--- config.mk ---
export PLATFORM = sky130hd
export DESIGN_NAME = gbtc_ctrl
export DESIGN_NICKNAME = d
export VERILOG_FILES = /design/src/hw/rtl/gbtc_pkg.sv /design/src/hw/rtl/gbtc_ctrl.sv
export SDC_FILE = /design/constraint.sdc
export NUM_CORES = 1
export LEC_CHECK = 0
export ABC_CLOCK_PERIOD_IN_PS = 2800
export BUFFER_PORTS_ARGS = -buffer_cell sky130_fd_sc_hd__buf_2
export CORE_ASPECT_RATIO = 1.5
export CORE_UTILIZATION = 55
export CTS_CLUSTER_DIAMETER = 100
export DETAILED_ROUTE_END_ITERATION = 16
export PLACE_DENSITY = 0.82
export RECOVER_POWER = 50
export SLEW_MARGIN = 0
export SYNTH_ARGS = -nofsm -noshare
export SYNTH_HDL_FRONTEND = slang
export SYNTH_SLANG_ARGS = --single-unit
--- constraint.sdc ---
create_clock -name i_clk -period 2.8 [get_ports i_clk]
set_input_delay 0.14 -clock i_clk [delete_from_list [all_inputs] [get_ports i_clk]]
set_output_delay 0.14 -clock i_clk [all_outputs]
set_load 0.005 [all_outputs]
--- src/hw/rtl/gbtc_pkg.sv ---
`timescale 1ns / 1ps
// ----------------------------------------------------------------------------
// gbtc_pkg: shared types and constants of the gap buffer cursor engine
// Holds sizes, opcodes, micro-operation codes, the command and status
// structs between controller and datapath, and the UTF-8 length function.
// ----------------------------------------------------------------------------
package gbtc_pkg;

    localparam int CAPACITY = 4096;
    localparam int ADDR_W   = 12;   // store address bits
    localparam int POS_W    = 13;   // offsets and lengths, 0..CAPACITY
    localparam int COL_W    = 17;   // running column
    localparam int GOAL_W   = 16;   // stored goal column
    localparam int TAB_W    = 4;

    localparam logic [TAB_W-1:0] TAB_RESET = 4'd4;
    localparam logic [7:0] CH_NL  = 8'h0A;
    localparam logic [7:0] CH_TAB = 8'h09;

    // Opcodes
    localparam logic [2:0] OP_INSERT = 3'd0;
    localparam logic [2:0] OP_ERASE  = 3'd1;
    localparam logic [2:0] OP_LEFT   = 3'd2;
    localparam logic [2:0] OP_RIGHT  = 3'd3;
    localparam logic [2:0] OP_UP     = 3'd4;
    localparam logic [2:0] OP_DOWN   = 3'd5;
    localparam logic [2:0] OP_READ   = 3'd6;

    // Result status codes
    localparam logic [1:0] ST_OK     = 2'd0;
    localparam logic [1:0] ST_FULL   = 2'd1;
    localparam logic [1:0] ST_BEYOND = 2'd2;

    typedef logic [2:0] t_rd_sel;
    localparam t_rd_sel RD_NONE = 3'd0;
    localparam t_rd_sel RD_OFF  = 3'd1;
    localparam t_rd_sel RD_OFFM1 = 3'd2;
    localparam t_rd_sel RD_ROFF = 3'd3;
    localparam t_rd_sel RD_MOVL = 3'd4;
    localparam t_rd_sel RD_MOVR = 3'd5;

    typedef logic [1:0] t_wr_sel;
    localparam t_wr_sel WR_NONE = 2'd0;
    localparam t_wr_sel WR_MOVL = 2'd1;
    localparam t_wr_sel WR_MOVR = 2'd2;
    localparam t_wr_sel WR_INS  = 2'd3;

    typedef logic [2:0] t_off_op;
    localparam t_off_op OFF_HOLD  = 3'd0;
    localparam t_off_op OFF_CUR   = 3'd1;
    localparam t_off_op OFF_CURM1 = 3'd2;
    localparam t_off_op OFF_DEC   = 3'd3;
    localparam t_off_op OFF_INC   = 3'd4;
    localparam t_off_op OFF_STEP  = 3'd5;
    localparam t_off_op OFF_TGT   = 3'd6;

    typedef logic [1:0] t_two_op;
    localparam t_two_op X_HOLD = 2'd0;
    localparam t_two_op X_A    = 2'd1;   // cur: inc, len: inc, gs: inc, col: clear
    localparam t_two_op X_B    = 2'd2;   // cur: off, len: erase, gs: dec, col: advance

    typedef logic [1:0] t_tgt_op;
    localparam t_tgt_op TGT_HOLD  = 2'd0;
    localparam t_tgt_op TGT_OFF   = 2'd1;
    localparam t_tgt_op TGT_OFFM1 = 2'd2;

    typedef logic [1:0] t_st_op;
    localparam t_st_op STO_HOLD   = 2'd0;
    localparam t_st_op STO_FULL   = 2'd1;
    localparam t_st_op STO_BEYOND = 2'd2;
    localparam t_st_op STO_RDATA  = 2'd3;

    typedef struct packed {
        logic    load;
        logic    push;
        t_rd_sel rd_sel;
        t_wr_sel wr_sel;
        t_off_op off_op;
        t_two_op col_op;
        t_two_op cur_op;
        t_two_op len_op;
        t_two_op gs_op;
        t_tgt_op tgt_op;
        logic    goal_set;
        t_st_op  st_op;
    } t_cmd;

    typedef struct packed {
        logic [2:0] op;
        logic full;
        logic cur_zero;
        logic cur_lt_len;
        logic off_zero;
        logic off_lt_len;
        logic off_lt_cur;
        logic off_lt_tgt;
        logic col_lt_goal;
        logic gs_gt_cur;
        logic gs_lt_cur;
        logic byte_nl;
        logic byte_cont;
        logic goal_known;
        logic roff_lt_len;
    } t_stat;

    function automatic logic [2:0] char_len(input logic [7:0] c);
        if (c < 8'h80)                    return 3'd1;
        else if (c >= 8'hC0 && c <= 8'hDF) return 3'd2;
        else if (c >= 8'hE0 && c <= 8'hEF) return 3'd3;
        else if (c >= 8'hF0 && c <= 8'hF7) return 3'd4;
        else                               return 3'd1;
    endfunction

endpackage

--- src/hw/rtl/gbtc_ctrl.sv ---
`timescale 1ns / 1ps
// ----------------------------------------------------------------------------
// gbtc_ctrl: operation sequencer
// State machine that steps the datapath through gap moves, line scans,
// column counts and vertical moves, and owns the input and output handshake.
// ----------------------------------------------------------------------------
module gbtc_ctrl (
    input  logic            i_clk,
    input  logic            i_rst_n,
    input  logic            i_in_valid,
    output logic            o_in_ready,
    output logic            o_out_valid,
    input  logic            i_out_ready,
    input  gbtc_pkg::t_stat i_stat,
    output gbtc_pkg::t_cmd  o_cmd
);

    localparam logic [5:0] S_IDLE     = 6'd0;
    localparam logic [5:0] S_DISPATCH = 6'd1;
    localparam logic [5:0] S_GAP      = 6'd2;
    localparam logic [5:0] S_GAP_WL   = 6'd3;
    localparam logic [5:0] S_GAP_WR   = 6'd4;
    localparam logic [5:0] S_INS      = 6'd5;
    localparam logic [5:0] S_ERASE_RD = 6'd6;
    localparam logic [5:0] S_ERASE_DO = 6'd7;
    localparam logic [5:0] S_LEFT_CHK = 6'd8;
    localparam logic [5:0] S_LEFT_W   = 6'd9;
    localparam logic [5:0] S_LEFT_SET = 6'd10;
    localparam logic [5:0] S_RIGHT_RD = 6'd11;
    localparam logic [5:0] S_RIGHT_DO = 6'd12;
    localparam logic [5:0] S_RIGHT_SET = 6'd13;
    localparam logic [5:0] S_LB       = 6'd14;
    localparam logic [5:0] S_LB_W     = 6'd15;
    localparam logic [5:0] S_LB_DONE  = 6'd16;
    localparam logic [5:0] S_SG_START = 6'd17;
    localparam logic [5:0] S_CF       = 6'd18;
    localparam logic [5:0] S_CF_W     = 6'd19;
    localparam logic [5:0] S_SG_RET   = 6'd20;
    localparam logic [5:0] S_UP_PREP  = 6'd21;
    localparam logic [5:0] S_UP_LOOP  = 6'd22;
    localparam logic [5:0] S_UP_W     = 6'd23;
    localparam logic [5:0] S_NLB      = 6'd24;
    localparam logic [5:0] S_NLB_W    = 6'd25;
    localparam logic [5:0] S_NLB_DONE = 6'd26;
    localparam logic [5:0] S_DN_PREP  = 6'd27;
    localparam logic [5:0] S_DN_LOOP  = 6'd28;
    localparam logic [5:0] S_DN_W     = 6'd29;
    localparam logic [5:0] S_READ_RD  = 6'd30;
    localparam logic [5:0] S_READ_W   = 6'd31;
    localparam logic [5:0] S_FINISH   = 6'd32;

    // What a finished line-begin scan feeds.
    localparam logic [1:0] PH_SG  = 2'd0;
    localparam logic [1:0] PH_UP1 = 2'd1;
    localparam logic [1:0] PH_UP2 = 2'd2;

    logic [5:0] r_state, n_state;
    logic [1:0] r_phase, n_phase;
    logic       r_out_valid, n_out_valid;

    always_comb begin
        o_cmd   = '0;
        n_state = r_state;
        n_phase = r_phase;
        unique case (r_state)
            S_IDLE: begin
                if (i_in_valid) begin
                    o_cmd.load = 1'b1;
                    n_state    = S_DISPATCH;
                end
            end
            S_DISPATCH: begin
                unique case (i_stat.op)
                    gbtc_pkg::OP_INSERT: begin
                        if (i_stat.full) begin
                            o_cmd.st_op = gbtc_pkg::STO_FULL;
                            n_state     = S_FINISH;
                        end else begin
                            n_state = S_GAP;
                        end
                    end
                    gbtc_pkg::OP_ERASE: begin
                        o_cmd.off_op = gbtc_pkg::OFF_CUR;
                        n_state = i_stat.cur_lt_len ? S_GAP : S_FINISH;
                    end
                    gbtc_pkg::OP_LEFT: begin
                        o_cmd.off_op = gbtc_pkg::OFF_CURM1;
                        n_state = i_stat.cur_zero ? S_FINISH : S_LEFT_CHK;
                    end
                    gbtc_pkg::OP_RIGHT: begin
                        o_cmd.off_op = gbtc_pkg::OFF_CUR;
                        n_state = i_stat.cur_lt_len ? S_RIGHT_RD : S_FINISH;
                    end
                    gbtc_pkg::OP_UP: begin
                        o_cmd.off_op = gbtc_pkg::OFF_CUR;
                        n_phase = PH_UP1;
                        n_state = S_LB;
                    end
                    gbtc_pkg::OP_DOWN: begin
                        o_cmd.off_op = gbtc_pkg::OFF_CUR;
                        n_state = S_NLB;
                    end
                    gbtc_pkg::OP_READ: begin
                        if (i_stat.roff_lt_len) begin
                            n_state = S_READ_RD;
                        end else begin
                            o_cmd.st_op = gbtc_pkg::STO_BEYOND;
                            n_state     = S_FINISH;
                        end
                    end
                    default: n_state = S_FINISH;
                endcase
            end
            S_GAP: begin
                priority if (i_stat.gs_gt_cur) begin
                    o_cmd.rd_sel = gbtc_pkg::RD_MOVL;
                    n_state = S_GAP_WL;
                end else if (i_stat.gs_lt_cur) begin
                    o_cmd.rd_sel = gbtc_pkg::RD_MOVR;
                    n_state = S_GAP_WR;
                end else begin
                    n_state = (i_stat.op == gbtc_pkg::OP_INSERT) ? S_INS : S_ERASE_RD;
                end
            end
            S_GAP_WL: begin
                o_cmd.wr_sel = gbtc_pkg::WR_MOVL;
                o_cmd.gs_op  = gbtc_pkg::X_B;
                n_state = S_GAP;
            end
            S_GAP_WR: begin
                o_cmd.wr_sel = gbtc_pkg::WR_MOVR;
                o_cmd.gs_op  = gbtc_pkg::X_A;
                n_state = S_GAP;
            end
            S_INS: begin
                o_cmd.wr_sel = gbtc_pkg::WR_INS;
                o_cmd.gs_op  = gbtc_pkg::X_A;
                o_cmd.cur_op = gbtc_pkg::X_A;
                o_cmd.len_op = gbtc_pkg::X_A;
                n_state = S_SG_START;
            end
            S_ERASE_RD: begin
                o_cmd.rd_sel = gbtc_pkg::RD_OFF;
                n_state = S_ERASE_DO;
            end
            S_ERASE_DO: begin
                o_cmd.len_op = gbtc_pkg::X_B;
                n_state = S_FINISH;
            end
            S_LEFT_CHK: begin
                if (i_stat.off_zero) begin
                    n_state = S_LEFT_SET;
                end else begin
                    o_cmd.rd_sel = gbtc_pkg::RD_OFF;
                    n_state = S_LEFT_W;
                end
            end
            S_LEFT_W: begin
                if (i_stat.byte_cont) begin
                    o_cmd.off_op = gbtc_pkg::OFF_DEC;
                    n_state = S_LEFT_CHK;
                end else begin
                    n_state = S_LEFT_SET;
                end
            end
            S_LEFT_SET, S_RIGHT_SET: begin
                o_cmd.cur_op = gbtc_pkg::X_B;
                n_state = S_SG_START;
            end
            S_RIGHT_RD: begin
                o_cmd.rd_sel = gbtc_pkg::RD_OFF;
                n_state = S_RIGHT_DO;
            end
            S_RIGHT_DO: begin
                o_cmd.off_op = gbtc_pkg::OFF_STEP;
                n_state = S_RIGHT_SET;
            end
            S_LB: begin
                if (i_stat.off_zero) begin
                    n_state = S_LB_DONE;
                end else begin
                    o_cmd.rd_sel = gbtc_pkg::RD_OFFM1;
                    n_state = S_LB_W;
                end
            end
            S_LB_W: begin
                if (i_stat.byte_nl) begin
                    n_state = S_LB_DONE;
                end else begin
                    o_cmd.off_op = gbtc_pkg::OFF_DEC;
                    n_state = S_LB;
                end
            end
            S_LB_DONE: begin
                unique case (r_phase)
                    PH_SG: begin
                        o_cmd.col_op = gbtc_pkg::X_A;
                        n_state = S_CF;
                    end
                    PH_UP1: begin
                        o_cmd.tgt_op = gbtc_pkg::TGT_OFFM1;
                        n_state = i_stat.off_zero ? S_FINISH : S_UP_PREP;
                    end
                    PH_UP2: begin
                        o_cmd.col_op = gbtc_pkg::X_A;
                        n_state = S_UP_LOOP;
                    end
                    default: n_state = S_FINISH;
                endcase
            end
            S_SG_START: begin
                o_cmd.off_op = gbtc_pkg::OFF_CUR;
                n_phase = PH_SG;
                n_state = S_LB;
            end
            S_CF: begin
                if (i_stat.off_lt_cur) begin
                    o_cmd.rd_sel = gbtc_pkg::RD_OFF;
                    n_state = S_CF_W;
                end else begin
                    o_cmd.goal_set = 1'b1;
                    n_state = S_SG_RET;
                end
            end
            S_CF_W, S_UP_W: begin
                o_cmd.col_op = gbtc_pkg::X_B;
                o_cmd.off_op = gbtc_pkg::OFF_STEP;
                n_state = (r_state == S_CF_W) ? S_CF : S_UP_LOOP;
            end
            S_SG_RET: begin
                unique case (i_stat.op)
                    gbtc_pkg::OP_UP:   n_state = S_UP_PREP;
                    gbtc_pkg::OP_DOWN: n_state = S_DN_PREP;
                    default:           n_state = S_FINISH;
                endcase
            end
            S_UP_PREP: begin
                if (!i_stat.goal_known) begin
                    n_state = S_SG_START;
                end else begin
                    o_cmd.off_op = gbtc_pkg::OFF_TGT;
                    n_phase = PH_UP2;
                    n_state = S_LB;
                end
            end
            S_UP_LOOP: begin
                if (i_stat.off_lt_tgt && i_stat.col_lt_goal) begin
                    o_cmd.rd_sel = gbtc_pkg::RD_OFF;
                    n_state = S_UP_W;
                end else begin
                    o_cmd.cur_op = gbtc_pkg::X_B;
                    n_state = S_FINISH;
                end
            end
            S_NLB: begin
                if (i_stat.off_lt_len) begin
                    o_cmd.rd_sel = gbtc_pkg::RD_OFF;
                    n_state = S_NLB_W;
                end else begin
                    n_state = S_NLB_DONE;
                end
            end
            S_NLB_W: begin
                o_cmd.off_op = gbtc_pkg::OFF_INC;
                n_state = i_stat.byte_nl ? S_NLB_DONE : S_NLB;
            end
            S_NLB_DONE: begin
                o_cmd.tgt_op = gbtc_pkg::TGT_OFF;
                n_state = i_stat.off_lt_len ? S_DN_PREP : S_FINISH;
            end
            S_DN_PREP: begin
                if (!i_stat.goal_known) begin
                    n_state = S_SG_START;
                end else begin
                    o_cmd.off_op = gbtc_pkg::OFF_TGT;
                    o_cmd.col_op = gbtc_pkg::X_A;
                    n_state = S_DN_LOOP;
                end
            end
            S_DN_LOOP: begin
                if (i_stat.off_lt_len) begin
                    o_cmd.rd_sel = gbtc_pkg::RD_OFF;
                    n_state = S_DN_W;
                end else begin
                    o_cmd.cur_op = gbtc_pkg::X_B;
                    n_state = S_FINISH;
                end
            end
            S_DN_W: begin
                if (i_stat.byte_nl || !i_stat.col_lt_goal) begin
                    o_cmd.cur_op = gbtc_pkg::X_B;
                    n_state = S_FINISH;
                end else begin
                    o_cmd.col_op = gbtc_pkg::X_B;
                    o_cmd.off_op = gbtc_pkg::OFF_STEP;
                    n_state = S_DN_LOOP;
                end
            end
            S_READ_RD: begin
                o_cmd.rd_sel = gbtc_pkg::RD_ROFF;
                n_state = S_READ_W;
            end
            S_READ_W: begin
                o_cmd.st_op = gbtc_pkg::STO_RDATA;
                n_state = S_FINISH;
            end
            S_FINISH: begin
                if (!r_out_valid || i_out_ready) begin
                    o_cmd.push = 1'b1;
                    n_state = S_IDLE;
                end
            end
            default: n_state = S_IDLE;
        endcase
    end

    always_comb begin
        if (o_cmd.push) begin
            n_out_valid = 1'b1;
        end else if (i_out_ready) begin
            n_out_valid = 1'b0;
        end else begin
            n_out_valid = r_out_valid;
        end
    end

    always_ff @(posedge i_clk) begin
        if (!i_rst_n) begin
            r_state     <= S_IDLE;
            r_phase     <= PH_SG;
            r_out_valid <= 1'b0;
        end else begin
            r_state     <= n_state;
            r_phase     <= n_phase;
            r_out_valid <= n_out_valid;
        end
    end

    assign o_in_ready  = (r_state == S_IDLE);
    assign o_out_valid = r_out_valid;

    a_push_when_free: assert property (@(posedge i_clk) disable iff (!i_rst_n)
        o_cmd.push |-> (!r_out_valid || i_out_ready))
        else $error("result overwritten before it was taken");
    a_load_only_idle: assert property (@(posedge i_clk) disable iff (!i_rst_n)
        o_cmd.load |=> (r_state == S_DISPATCH))
        else $error("accepted beat did not start an operation");
    a_push_sets_valid: assert property (@(posedge i_clk) disable iff (!i_rst_n)
        o_cmd.push |=> (r_out_valid && r_state == S_IDLE))
        else $error("result push did not raise valid");

endmodule

==> results.md <==
- Synth Register Bits: 9
- Overall global routing resource usage: around two fifths
- Area occupied by registers: about 180 sq um
- Maximum frequency from static timing analysis: 0.408 GHz
- Area growth from synthesis to layout: 13.4%
- Standard-cell rows: 23
- Pin count of the biggest net entering global routing: 24
- Critical Path Max Stage Delay: about 0.9 ns
- Post-layout instance count excluding filler cells: approximately 300
- Tmin final: ~2.5 ns
- Startpoint of the most critical register-to-register path: r_state[3]
- Leakage power: slightly above 0.7 nW
- Routed Antenna Nets: 0
- Core area: about 2700 sq um
- Tightest hold margin: between 0.15 and 0.2 ns
- Number of antenna violations at the first check in global routing: 0
- Clock root cell: sky130_fd_sc_hd__clkbuf_8
- Path class of the lowest-slack min-delay path: in -> reg
- Starting Density: 59.5%
- Cell area after technology mapping: between 1500 and 2000 sq um
- Terminus of the critical flop-to-flop path: r_state[2]
- Unique cell type count in the Yosys netlist: between 60 and 70
- Post-detail-place hpwl: 4.52 mm
- Top Family by Delay on Critical Path: simple AND/OR/NAND/NOR gates
- Drt wl/cell: 19.3 microns
- Total via count after detailed routing: around 2100
- Vias in the first global route: 1803
- Post-Route Skew: 0.00916 ns
- Number of primary I/O pins: 46
- Setup slack of the most critical reg-to-reg path: ~0.55 ns
- Count of maximum capacitance violations: 0
- Startpoint types: register
- Post-synthesis cell type with the largest combined area: sky130_fd_sc_hd__dfxtp_1
- Period Utilization, post-route: between 80 and 90%
- Total CTS buffers: 3
- TritonCTS clock tree: yes
- Slowest stage cell, crit path: sky130_fd_sc_hd__nor4b_2
- Final weighted congestion in routability-driven placement: about 1.0
- Total nets after synthesis: around 260
- Overflow left after global routing: 0
- Reg2reg path depth: 5
- Final total negative setup slack: 0 ns
- First-pass GRT wire length: between 8 and 9 mm
- Setup slack after layout: 0.347 ns
- Clock Path Buffers: 2
- Post-cts repair resize count: 0
- EDFF count, synth: 0
- Maximum vdd ir drop: slightly below 400 uV
- Portion of the post-synthesis area used by sequential elements: between 10 and 15%
- Hold-critical path depth: 3
- Fill cell total of the finished layout: between 200 and 300
- Avg Vias per Cell: 6.88
- Primary FF master, synth: sky130_fd_sc_hd__dfxtp_1
- Die Y-Extent: approximately 69 microns
- Worst min-delay path startpoint: i_out_ready
- Cell count after placement: approximately 300
- Result of the run: finished clean
- CP bufs+invs: 1
- Dominant cell by count in the synthesized netlist: sky130_fd_sc_hd__nand2_1
- Count of final hold-check violations: 0
- Data required time at the worst endpoint: 2.66 ns
- Worst setup path category: reg -> out
- Die X-Extent: between 40 and 50 microns
- Worst relative slew slack: about two fifths
- Buffers on Ports: 45
- CP Max Fanout: 22
- RSZ-0062 raised after global routing: no
- Layout cells sized above 1: between 20% and 30%
- Detailed Route Iter0 Violations: approximately 150
- Synthesized instance count: 238
- Number of diodes: 0
- Arrival time of the worst setup path: 2.31 ns
- Synth top area cells: sky130_fd_sc_hd__dfxtp_1, sky130_fd_sc_hd__nand2_1, sky130_fd_sc_hd__nor2_1
- Multi-input gate area in the final layout: between 1000 and 1500 sq um
- Num Clock Sinks: 9
- Max-slew violations: 0
- CP endpoint kind: primary output
- Transition at the pin with the smallest max-transition slack: between 0.9 and 1 ns
- Synth warnings: 0
- Number of post-CTS setup repair buffers: 0
- Share of synthesized flip-flops with an asynchronous set or reset: 0%
- Clock transition at path regs: 0.05 ns
- Post-synth top cells: sky130_fd_sc_hd__nand2_1, sky130_fd_sc_hd__nor2_1, sky130_fd_sc_hd__buf_2, sky130_fd_sc_hd__nor2b_1, sky130_fd_sc_hd__o21ai_0
- CP cell instances: nor4b_2 -> nand2_1 -> o21ai_0 -> buf_2
- Hold worst-path end: o_out_valid
- Cts-stage hold buffer count: 0
- Cell area power density: just under 600 nW/um^2
- Net count, final: ~290
- Total Routed Length: around 6 mm
- Insertion delay of the later-clocked pin in the worst-skew pair: around 0.24 ns
- Post-Layout Inst Area: ~1800 sq um
- Count of endpoints failing setup in the final report: 0
- Mean post-synth cell area: a little under 7 sq um
- Area of the die: about 3200 sq um
- Drt pass-1 iters: 5
- Share of the synthesized area in the top cell type: 11.1%
- Pre-CTS setup slack: between 0.6 and 0.7 ns
- Post-place instance area: 1820 sq um
- H-tree depth reported by CTS: 1
- Number of remaining DRC errors: 0
## stage by stage
stage / util [%] / power [mW]
floorplan: - / 0.738
finish: 67.4 / 1.08
detailed placement: 66.5 / 0.914
global route: 67.4 / 1.13
CTS: 68.1 / 1.07
global placement: 66.5 / 0.909
## registers in the layout, indices dropped and copies added (netlist names)
signal and count:
o_out_valid 1, r_phase 2, r_state 6
## worst max path at each step
stage	start	to	slack [ns]	depth (start not counted)
3_5_place_dp	r_state[3]	r_state[1]	0.66	4
3_3_place_gp	r_state[3]	r_state[1]	0.71	4
6_report	r_state[3]	o_cmd[11]	0.35	4
4_1_cts	r_state[0]	o_cmd[14]	0.44	5
5_1_grt	r_state[3]	o_cmd[11]	0.25	4
2_1_floorplan	r_state[0]	r_state[1]	1.12	5
## layer usage
metal	vias to the layer above	track usage [%]	part of all wire [%]
li1	961	-	-
met5	-	0	0
met2	167	68.8	48
met4	0	16.9	5.3
met1	945	47.7	37
met3	38	4.43	10
## where the power goes
part / switching [mW] / internal [mW]
clock: 0.0611 / 0.100
combinational: 0.385 / 0.275
sequential: 0.110 / 0.151
total: 0.556 / 0.527
## kinds of logic (layout without fill, tap and decap cells)
logic type	Yosys count	count (layout)	synth area share, %
AOI/OAI and AO/OA	73	73	33.0
buffers and inverters	35	67	10.4
DFF	9	9	11.1
muxes	3	3	1.92
and+or+nand+nor	118	118	43.6
## cell type report
| type | count | area share [%] |
|---|---|---|
| repair buffers | 51 | 14.1 |
| flip-flops and latches | 9 | 9.78 |
| inverters | 12 | 2.44 |
| well taps | 37 | 2.51 |
| clock buffers | 4 | 2.44 |
| multi-input cells | 194 | 68.8 |
## cell usage in the layout, fill, tap and decap left out, drive strengths merged, types with 4 or more instances in the layout
cell type and n:
a211oi 4, a21boi 5, a21oi 9, a22oi 4, a31oi 4, and2 5
and4bb 4, buf 44, clkbuf 11, dfxtp 9, inv 12, nand2 22
nand2b 7, nand3 9, nand3b 4, nand4 4, nor2 22, nor2b 13
nor3 7, o211ai 6, o21ai 12, o22ai 7
## worst min-delay path: cells and delay by family
kind | cells | cell delay (ns)
AND/OR/NAND/NOR | 1 | 0.08
AO/OA/AOI/OAI | 1 | 0.07
buffers and inverters | 1 | 0.08
No activity file was read; power rests on OpenSTA's default activity.
